**src/design/fci_pkg.sv**
```systemverilog
// ---------------------------------------------------------------------------
// fci_pkg
// Types, constants and tables of the fly camera integrator.
// ---------------------------------------------------------------------------
`default_nettype none

package fci_pkg;

    localparam int ANGLE_BITS    = 16;
    localparam int POS_FRAC_BITS = 16;
    localparam int CORDIC_STEPS  = 16;

    localparam logic [15:0] LOOK_GAIN_RESET  = 16'd8009;
    localparam logic [15:0] MOVE_SPEED_RESET = 16'd1280;

    localparam logic signed [16:0] PITCH_LIMIT = 17'sd16167;
    localparam logic signed [34:0] CORDIC_START = 35'sd652032874;

    typedef enum logic {
        REG_LOOK_GAIN  = 1'b0,
        REG_MOVE_SPEED = 1'b1
    } reg_index_t;

    typedef struct packed {
        logic              look_held;
        logic signed [11:0] mouse_dx;
        logic signed [11:0] mouse_dy;
        logic [5:0]        move_keys;
        logic              fast_key;
        logic [15:0]       frame_time;
    } in_item_t;

    typedef struct packed {
        logic signed [31:0] pos_out_x;
        logic signed [31:0] pos_out_y;
        logic signed [31:0] pos_out_z;
        logic signed [15:0] fwd_x;
        logic signed [15:0] fwd_y;
        logic signed [15:0] fwd_z;
    } out_item_t;

    // Control from the sequencer to the CORDIC unit.
    typedef struct packed {
        logic        start;
        logic [31:0] angle;
    } cordic_cmd_t;

    typedef struct packed {
        logic               done;
        logic signed [15:0] sin_q15;
        logic signed [15:0] cos_q15;
    } cordic_rsp_t;

    function automatic logic [31:0] atan_turn(input logic [3:0] i);
        logic [31:0] r;
        begin
            case (i)
                4'd0:  r = 32'h20000000;
                4'd1:  r = 32'h12E4051E;
                4'd2:  r = 32'h09FB385B;
                4'd3:  r = 32'h051111D4;
                4'd4:  r = 32'h028B0D43;
                4'd5:  r = 32'h0145D7E1;
                4'd6:  r = 32'h00A2F61E;
                4'd7:  r = 32'h00517C55;
                4'd8:  r = 32'h0028BE53;
                4'd9:  r = 32'h00145F2F;
                4'd10: r = 32'h000A2F98;
                4'd11: r = 32'h000517CC;
                4'd12: r = 32'h00028BE6;
                4'd13: r = 32'h000145F3;
                4'd14: r = 32'h0000A2FA;
                4'd15: r = 32'h0000517D;
                default: r = 32'h0;
            endcase
            return r;
        end
    endfunction

endpackage

`default_nettype wire

```
**src/design/fci_cordic.sv**
```systemverilog
// ---------------------------------------------------------------------------
// fci_cordic
// Iterative rotation CORDIC, one micro-rotation per cycle, Q1.15 results.
// ---------------------------------------------------------------------------
`default_nettype none

module fci_cordic (
    input  wire logic                 aclk,
    input  wire logic                 aresetn,
    input  wire fci_pkg::cordic_cmd_t cmd,
    output fci_pkg::cordic_rsp_t      rsp
);

    typedef enum logic [1:0] {ST_IDLE, ST_ROT, ST_OUT} state_t;

    state_t             state_reg;
    logic [3:0]         iter_reg;
    logic               neg_reg;
    logic signed [34:0] x_reg, y_reg;
    logic signed [33:0] z_reg;
    logic signed [15:0] sin_reg, cos_reg;
    logic               done_reg;

    logic [31:0]        a_adj;
    logic signed [34:0] xs, ys, x_next, y_next, xf, yf;
    logic signed [33:0] z_next, at;

    function automatic logic signed [15:0] to_q15(input logic signed [34:0] v);
        logic signed [35:0] r;
        begin
            r = ($signed({v[34], v}) + 36'sd16384) >>> 15;
            if (r > 36'sd32767) return 16'sd32767;
            if (r < -36'sd32767) return -16'sd32767;
            return r[15:0];
        end
    endfunction

    always_comb begin
        a_adj = (cmd.angle[31:30] == 2'd1 || cmd.angle[31:30] == 2'd2)
              ? cmd.angle + 32'h80000000 : cmd.angle;
        xs = x_reg >>> iter_reg;
        ys = y_reg >>> iter_reg;
        at = $signed({2'b00, fci_pkg::atan_turn(iter_reg)});
        if (!z_reg[33]) begin
            x_next = x_reg - ys;
            y_next = y_reg + xs;
            z_next = z_reg - at;
        end else begin
            x_next = x_reg + ys;
            y_next = y_reg - xs;
            z_next = z_reg + at;
        end
        xf = neg_reg ? -x_reg : x_reg;
        yf = neg_reg ? -y_reg : y_reg;
    end

    always_ff @(posedge aclk) begin
        if (!aresetn) begin
            state_reg <= ST_IDLE;
            done_reg  <= 1'b0;
            iter_reg  <= '0;
        end else begin
            done_reg <= 1'b0;
            case (state_reg)
                ST_IDLE: begin
                    if (cmd.start) begin
                        neg_reg   <= (cmd.angle[31:30] == 2'd1 ||
                                      cmd.angle[31:30] == 2'd2);
                        x_reg     <= fci_pkg::CORDIC_START;
                        y_reg     <= '0;
                        z_reg     <= $signed({{2{a_adj[31]}}, a_adj});
                        iter_reg  <= '0;
                        state_reg <= ST_ROT;
                    end
                end
                ST_ROT: begin
                    x_reg    <= x_next;
                    y_reg    <= y_next;
                    z_reg    <= z_next;
                    iter_reg <= iter_reg + 4'd1;
                    if (iter_reg == 4'(fci_pkg::CORDIC_STEPS - 1)) begin
                        state_reg <= ST_OUT;
                    end
                end
                ST_OUT: begin
                    cos_reg   <= to_q15(xf);
                    sin_reg   <= to_q15(yf);
                    done_reg  <= 1'b1;
                    state_reg <= ST_IDLE;
                end
                default: state_reg <= ST_IDLE;
            endcase
        end
    end

    assign rsp.done    = done_reg;
    assign rsp.sin_q15 = sin_reg;
    assign rsp.cos_q15 = cos_reg;

endmodule

`default_nettype wire

```
**src/design/fly_camera_integrator_unit.sv**
```systemverilog
// ---------------------------------------------------------------------------
// fly_camera_integrator_unit
// Free-look fly camera: per frame updates view angles and position.
// ---------------------------------------------------------------------------
// Usage: one input beat per frame on s_ (valid/ready) carries the look button,
// mouse deltas, move keys, fast key and frame time. One result beat on m_
// carries the new Q16.16 position and the Q1.15 forward vector.
// Registers look_gain (index 0) and move_speed (index 1) are written through
// cfg_we/cfg_index/cfg_data; the user must write them only while the block
// is idle, which the block itself does not enforce. From input beat to
// result valid come the angle update, two 16-step CORDIC runs in a shared
// rotation unit, then the products through one shared multiplier, the sums
// and the result register.
// One item is in flight at a time; s_ready is high only while the sequencer
// is idle, so a new item is taken only once the previous one has finished.
// If the receiver stalls, the result holds on m_; the next item is computed
// but waits for the result register, and no further beat is taken meanwhile.
// Reset (aresetn low, synchronous) clears angles, position, registers to their
// defaults and empties the result register.
// ---------------------------------------------------------------------------
`default_nettype none

module fly_camera_integrator_unit (
    input  wire logic              aclk,
    input  wire logic              aresetn,
    input  wire logic              s_valid,
    output logic                   s_ready,
    input  wire fci_pkg::in_item_t s_data,
    output logic                   m_valid,
    input  wire logic              m_ready,
    output fci_pkg::out_item_t     m_data,
    input  wire logic              cfg_we,
    input  wire logic              cfg_index,
    input  wire logic [15:0]       cfg_data
);

    typedef enum logic [3:0] {
        ST_IDLE, ST_DX, ST_DY, ST_ANG, ST_YAW, ST_PITCH,
        ST_FX, ST_FZ, ST_STEP, ST_MUL, ST_SUM, ST_OUT
    } state_t;

    state_t              state_reg;
    fci_pkg::in_item_t   item_reg;
    logic [15:0]         gain_reg, speed_reg;
    logic [15:0]         yaw_reg;
    logic signed [16:0]  pitch_reg;
    logic signed [31:0]  px_reg, py_reg, pz_reg;
    logic signed [15:0]  sy_reg, cy_reg, sp_reg, cp_reg, fx_reg, fz_reg;
    logic signed [34:0]  step_reg;
    logic signed [49:0]  prod_reg;
    logic signed [27:0]  d_reg [6];
    logic [2:0]          k_reg;
    logic                wait_reg;
    logic                m_valid_reg;
    fci_pkg::out_item_t  m_data_reg;

    fci_pkg::cordic_cmd_t ccmd;
    fci_pkg::cordic_rsp_t crsp;

    // Shared multiplier.
    logic signed [34:0] mul_a;
    logic signed [16:0] mul_b;
    logic signed [51:0] mul_p;
    logic signed [27:0] rnd_d;
    logic signed [19:0] ang_d;
    logic signed [33:0] dx_sum, dy_sum, dz_sum;
    logic signed [15:0] q15_p;

    fci_cordic u_cordic (
        .aclk    (aclk),
        .aresetn (aresetn),
        .cmd     (ccmd),
        .rsp     (crsp)
    );

    function automatic logic signed [31:0] sat32(input logic signed [33:0] v);
        begin
            if (v > 34'sd2147483647) return 32'sh7FFFFFFF;
            if (v < -34'sd2147483648) return 32'sh80000000;
            return v[31:0];
        end
    endfunction

    function automatic logic signed [33:0] sel(input logic p, input logic n,
                                               input logic signed [27:0] d);
        begin
            if (p && !n) return 34'(d);
            if (n && !p) return -34'(d);
            return '0;
        end
    endfunction

    always_comb begin
        mul_a = '0;
        mul_b = '0;
        case (state_reg)
            ST_DX:  begin mul_a = 35'(item_reg.mouse_dx);
                          mul_b = $signed({1'b0, gain_reg}); end
            ST_DY:  begin mul_a = 35'(item_reg.mouse_dy);
                          mul_b = $signed({1'b0, gain_reg}); end
            ST_FX:  begin mul_a = 35'(sy_reg); mul_b = 17'(cp_reg); end
            ST_FZ:  begin mul_a = 35'(cy_reg); mul_b = 17'(cp_reg); end
            ST_STEP: begin mul_a = $signed({19'd0, speed_reg});
                           mul_b = $signed({1'b0, item_reg.frame_time}); end
            ST_MUL: begin
                mul_a = step_reg;
                case (k_reg)
                    3'd0: mul_b = 17'(fx_reg);
                    3'd1: mul_b = 17'(cy_reg);
                    3'd2: mul_b = 17'(sp_reg);
                    3'd3: mul_b = 17'sd32768;
                    3'd4: mul_b = 17'(fz_reg);
                    3'd5: mul_b = -17'(sy_reg);
                    default: mul_b = '0;
                endcase
            end
            default: ;
        endcase
        mul_p = mul_a * mul_b;
        rnd_d = 28'((prod_reg + 50'sd4194304) >>> 23);
        ang_d = 20'((prod_reg + 50'sd128) >>> 8);
        q15_p = 16'((prod_reg + 50'sd16384) >>> 15);
        dx_sum = 34'(px_reg) + sel(item_reg.move_keys[0], item_reg.move_keys[1], d_reg[0])
               + sel(item_reg.move_keys[2], item_reg.move_keys[3], d_reg[1]);
        dy_sum = 34'(py_reg) + sel(item_reg.move_keys[0], item_reg.move_keys[1], d_reg[2])
               + sel(item_reg.move_keys[4], item_reg.move_keys[5], d_reg[3]);
        dz_sum = 34'(pz_reg) + sel(item_reg.move_keys[0], item_reg.move_keys[1], d_reg[4])
               + sel(item_reg.move_keys[2], item_reg.move_keys[3], d_reg[5]);
        ccmd.start = 1'b0;
        ccmd.angle = '0;
        if (state_reg == ST_YAW && !wait_reg) begin
            ccmd.start = 1'b1;
            ccmd.angle = {yaw_reg, 16'd0};
        end else if (state_reg == ST_PITCH && !wait_reg) begin
            ccmd.start = 1'b1;
            ccmd.angle = {pitch_reg[15:0], 16'd0};
        end
    end

    logic [15:0]        ddx_reg;
    logic signed [20:0] pnew;

    assign pnew = 21'(pitch_reg) + 21'(ang_d);

    always_ff @(posedge aclk) begin
        if (!aresetn) begin
            state_reg   <= ST_IDLE;
            gain_reg    <= fci_pkg::LOOK_GAIN_RESET;
            speed_reg   <= fci_pkg::MOVE_SPEED_RESET;
            yaw_reg     <= '0;
            pitch_reg   <= '0;
            px_reg      <= '0;
            py_reg      <= '0;
            pz_reg      <= '0;
            m_valid_reg <= 1'b0;
            wait_reg    <= 1'b0;
            k_reg       <= '0;
        end else begin
            if (cfg_we) begin
                if (cfg_index == fci_pkg::REG_LOOK_GAIN) gain_reg <= cfg_data;
                else speed_reg <= cfg_data;
            end
            // A new result loaded in ST_OUT takes the place of the one leaving.
            if (m_valid_reg && m_ready && state_reg != ST_OUT) m_valid_reg <= 1'b0;
            prod_reg <= 50'(mul_p);
            case (state_reg)
                ST_IDLE: if (s_valid) begin
                    item_reg  <= s_data;
                    state_reg <= ST_DX;
                end
                ST_DX: state_reg <= ST_DY;
                ST_DY: begin
                    ddx_reg   <= ang_d[15:0];
                    state_reg <= ST_ANG;
                end
                ST_ANG: begin
                    if (item_reg.look_held) begin
                        yaw_reg <= yaw_reg + ddx_reg;
                        if (pnew > 21'(fci_pkg::PITCH_LIMIT))
                            pitch_reg <= fci_pkg::PITCH_LIMIT;
                        else if (pnew < -21'(fci_pkg::PITCH_LIMIT))
                            pitch_reg <= -fci_pkg::PITCH_LIMIT;
                        else pitch_reg <= pnew[16:0];
                    end
                    state_reg <= ST_YAW;
                end
                ST_YAW: begin
                    if (crsp.done) begin
                        sy_reg <= crsp.sin_q15;
                        cy_reg <= crsp.cos_q15;
                        wait_reg <= 1'b0;
                        state_reg <= ST_PITCH;
                    end else wait_reg <= 1'b1;
                end
                ST_PITCH: begin
                    if (crsp.done) begin
                        sp_reg <= crsp.sin_q15;
                        cp_reg <= crsp.cos_q15;
                        wait_reg <= 1'b0;
                        state_reg <= ST_FX;
                    end else wait_reg <= 1'b1;
                end
                ST_FX: state_reg <= ST_FZ;
                ST_FZ: begin
                    fx_reg <= q15_p;
                    state_reg <= ST_STEP;
                end
                ST_STEP: begin
                    fz_reg <= q15_p;
                    state_reg <= ST_MUL;
                    k_reg <= '0;
                end
                ST_MUL: begin
                    // First cycle latches the step; later ones drain products.
                    if (k_reg == 3'd0 && !wait_reg) begin
                        step_reg <= item_reg.fast_key ? 35'(prod_reg) * 35'sd3
                                                      : 35'(prod_reg);
                        wait_reg <= 1'b1;
                    end else begin
                        if (wait_reg && k_reg != 3'd0) d_reg[k_reg - 3'd1] <= rnd_d;
                        if (k_reg == 3'd6) begin
                            wait_reg  <= 1'b0;
                            state_reg <= ST_SUM;
                        end else k_reg <= k_reg + 3'd1;
                    end
                end
                ST_SUM: begin
                    state_reg <= ST_OUT;
                end
                ST_OUT: if (!m_valid_reg || m_ready) begin
                    px_reg <= sat32(dx_sum);
                    py_reg <= sat32(dy_sum);
                    pz_reg <= sat32(dz_sum);
                    m_data_reg.pos_out_x <= sat32(dx_sum);
                    m_data_reg.pos_out_y <= sat32(dy_sum);
                    m_data_reg.pos_out_z <= sat32(dz_sum);
                    m_data_reg.fwd_x <= fx_reg;
                    m_data_reg.fwd_y <= sp_reg;
                    m_data_reg.fwd_z <= fz_reg;
                    m_valid_reg <= 1'b1;
                    state_reg <= ST_IDLE;
                end
                default: state_reg <= ST_IDLE;
            endcase
        end
    end

    assign s_ready = (state_reg == ST_IDLE);
    assign m_valid = m_valid_reg;
    assign m_data  = m_data_reg;

endmodule

`default_nettype wire

```
**config.mk**
```make
export PLATFORM = sky130hd
export DESIGN_NAME = fly_camera_integrator_unit
export DESIGN_NICKNAME = d
export VERILOG_FILES = /design/src/design/fci_pkg.sv /design/src/design/fci_cordic.sv /design/src/design/fly_camera_integrator_unit.sv
export SDC_FILE = /design/constraint.sdc
export NUM_CORES = 2
export LEC_CHECK = 0
export BUFFER_PORTS_ARGS = -buffer_cell sky130_fd_sc_hd__buf_2
export CAP_MARGIN = 20
export CORE_UTILIZATION = 35
export CTS_CLUSTER_DIAMETER = 150
export CTS_CLUSTER_SIZE = 10
export DETAILED_ROUTE_END_ITERATION = 8
export SLEW_MARGIN = 20
export SYNTH_ARGS = -nofsm -noshare
export SYNTH_HDL_FRONTEND = slang
export SYNTH_HIERARCHICAL = 1
export SYNTH_SLANG_ARGS = --single-unit
```
**constraint.sdc**
```tcl
create_clock -name aclk -period 8.38 [get_ports aclk]
set_input_delay 0.838 -clock aclk [delete_from_list [all_inputs] [get_ports aclk]]
set_output_delay 0.838 -clock aclk [all_outputs]
set_load 0.01 [all_outputs]
```
==> parameters.txt <==
Parameter                              Value

Outcome
  Outcome    finished, final reports clean

Placement
  Half-perimeter wire length after placement    roughly 210 mm
  Number of placed instances, taps included    12200
  I/O Buffers    between 200 and 250
  Place WS    -212 ps
  Global placement routability congestion    0.983

Yosys
  Area share of the largest cell type after synthesis    between 20% and 30%
  Average cell area after synthesis    roughly 9.4 sq um
  Flip-flop cell with the highest count after synthesis    sky130_fd_sc_hd__edfxtp_1
  Yosys cell types    around 120
  Async set-or-reset flop fraction in the synthesized netlist    0%
  Synthesized flop and latch total    895
  Largest area contributor in the synthesized netlist    sky130_fd_sc_hd__edfxtp_1
  Post-Synthesis Cells    between 8000 and 9000
  Top post-synthesis cells by area    sky130_fd_sc_hd__edfxtp_1 25%, sky130_fd_sc_hd__fa_1 16%, sky130_fd_sc_hd__ha_1 6.7%
  Count of yosys warnings during synthesis    6
  Netlist Area Pre-Place    just over 80000 sq um
  Register area share after synthesis    30.1%
  EDFF count, synth    ~690

Critical path
  Slowest cell on the critical path    sky130_fd_sc_hd__fa_1
  Largest incremental delay on the critical path    around 610 ps
  CP Data Required Time    about 8900 ps
  Max FO, Critical Path    7
  Critical path class    register to register
  Most frequent CP cell    sky130_fd_sc_hd__fa_1
  Endpoint class of the critical path    register
  Type of element launching the critical path    register
  Data arrival, critical path    about 8800 ps

Floorplan
  Initial standard-cell utilization of the core    35.3%
  Horizontal die dimension    roughly 500 um
  Area of the die    roughly 240000 sq um
  Vert. Die Dim    ~500 um
  Core region area    around 230000 sq um
  Number of standard-cell rows in the floorplan    177
  Number of top-level pins    216

Layout
  Area Growth Syn to Fin    13.5%
  Register Area    around 25000 sq um
  Multi-input gate area    between 50000 and 60000 sq um
  Fraction of layout cells with a size suffix above 1    12.5%
  Post-layout instance count excluding filler cells    12400
  Largest register FFs    around 160
  Count of filler cells inserted in the layout    about 23000
  Final Net Count    approximately 10000

Timing
  Pins Over Slew Limit    0
  Final setup fails    0
  Slew of the pin with the lowest slew margin    about 1200 ps
  Final critical delay including setup and external delays    about 8300 ps
  PnR worst setup slack    45.0 ps
  Unrepaired setup endpoints after global routing    yes
  Tightest slew margin relative to the limit    approximately 22%
  Post-Route Hold Slack    around 280 ps
  Final hold vios    0
  Maximum clock frequency    between 100 and 150 MHz
  Worst Clk Skew    51.5 ps
  Tcrit/Tclk final    between 90 and 100%

Drt
  # DRC    0
  TritonRoute pass-1 iters    8
  Total length of routed wires    269 mm
  Antenna Violating Nets Remaining    0
  Per-cell via count in the routed design    around 5.5
  Count of routing violations after the opening detailed-route iteration    ~6400
  Via Count    about 68000
  WL per Instance    21.7 um

Global route
  Aggregate global routing overflow    0
  Largest net degree at the start of global routing    78
  First-pass GRT wire length    between 400 and 500 mm
  Via count of the first global-routing pass    around 67000
  Antenna violations before repair    13
  GRT Total Usage    22.3%

Clocking
  Worst skew pair latency    between 700 and 800 ps
  TritonCTS clock tree    done
  Post-CTS clock slew at the launch and capture registers of the worst setup and hold paths    around 60 ps
  Clock sink count    slightly below 900
  Maximum level of the CTS H-tree    3
  Clock buffer count from CTS    100
  Maximum count of clock buffers along a single path    3
  CTS root buf    sky130_fd_sc_hd__clkbuf_16

Pwr
  Worst IR Drop VDD    approximately 150 uV
  Leakage    39.8 nW
  Total chip power    around 0.018 W
  Total power divided by cell area    190 nW/um^2

Worst hold path
  Hold Path Class    primary input to register

Job
  Number of maximum-capacitance violations    0
[timing repair]
item,4_1_cts,5_1_grt
endpoints found under the setup margin,7,16
pin swaps,0,33
setup buffers,0,13
hold buffers,0,0
resized for setup,13,78
gates cloned,0,1
[through the flow]
stage	TNS, ps	instance area [sq um]	utilization (%)
CTS	0	93000	39.9
detailed placement	-791	90000	38.6
floorplan	0	82500	-
global placement	-339	90000	38.5
finish	0	93600	40.1
global route	-538	93600	40.1
[placed cells by master (no fill, tap or decap), drive strengths merged, types with 129 or more instances in the layout]
master  count
a21o      171
a21oi     455
a22oi     158
a31oi     129
buf       676
clkbuf    173
dfxtp     207
edfxtp    688
fa        660
ha        443
inv      1037
nand2     977
nand3     147
nor2      710
nor3      158
o21ai     399
xnor2     353
xor2      272
[synth_stat cells (all sizes together) (171+ instances only)]
cell type and number:
a21oi 455, clkbuf 307, xor2 272, fa 660
nor2 710, ha 443, inv 1038, edfxtp 688
xnor2 353, dfxtp 207, nand2 977, o21ai 399
a21o 171
[cells by family after synthesis]
kind of cell / after synthesis / synth area share (%)
simple gates: 2619 / 14.9
flops: 895 / 30.1
buf+inv: 1461 / 6.87
compound gates: 1842 / 14.7
xor+xnor: 625 / 6.68
fa+ha+maj: 1103 / 22.8
mux: 232 / 4.01
other cells: 1 / 0.00455
[where the power goes]
group / leakage [nW] / internal, W / total, W / switching, W
sequential: 7.94 / 0.00529 / 0.00556 / 0.000269
clock: 1.41 / 0.00233 / 0.00420 / 0.00187
combinational: 30.4 / 0.00322 / 0.00798 / 0.00477
total: 39.8 / 0.0108 / 0.0177 / 0.00691
[critical path: cells and delay by family (launching register included)]
kind / cells / cell delay [ps]
adders and majority gates: 7 / 3450
AOI/OAI and AO/OA: 7 / 1370
DFF: 1 / 390
buffers and inverters: 7 / 760
xor gates and xnor gates: 2 / 260
and+or+nand+nor: 9 / 1840
[path summary, 6_finish.rpt]
path	from	to	slack [ps]	cells after the start
hold / removal	s_data[22]	item_reg[22]	280	1
setup / recovery	sy_reg[5]	prod_reg[49]	40	32
hold reg to reg	u_cordic/sin_reg[6]	sy_reg[6]	450	0
setup reg to reg	sy_reg[5]	prod_reg[49]	40	32
[per-layer routing]
layer	wire (um)	global-route usage (%)	up-vias
li1	-	-	31100
met2	119000	34.8	2655
met3	20600	3.58	424
met5	55	0	-
met1	120000	31.5	33700
met4	9000	6.78	8
[cell type report]
| class | count | share of cell area, % |
|---|---|---|
| Multi-Input combinational cell | 6437 | 56.3 |
| Sequential cell | 895 | 26.5 |
| Timing Repair Buffer | 677 | 5.60 |
| Tap cell | 3132 | 4.19 |
| Inverter | 1042 | 4.18 |
| Clock buffer | 172 | 3.10 |
| Clock inverter | 3 | 0.0588 |
| Antenna cell | 3 | 0.00802 |
Power figures use the tool's default switching activity.
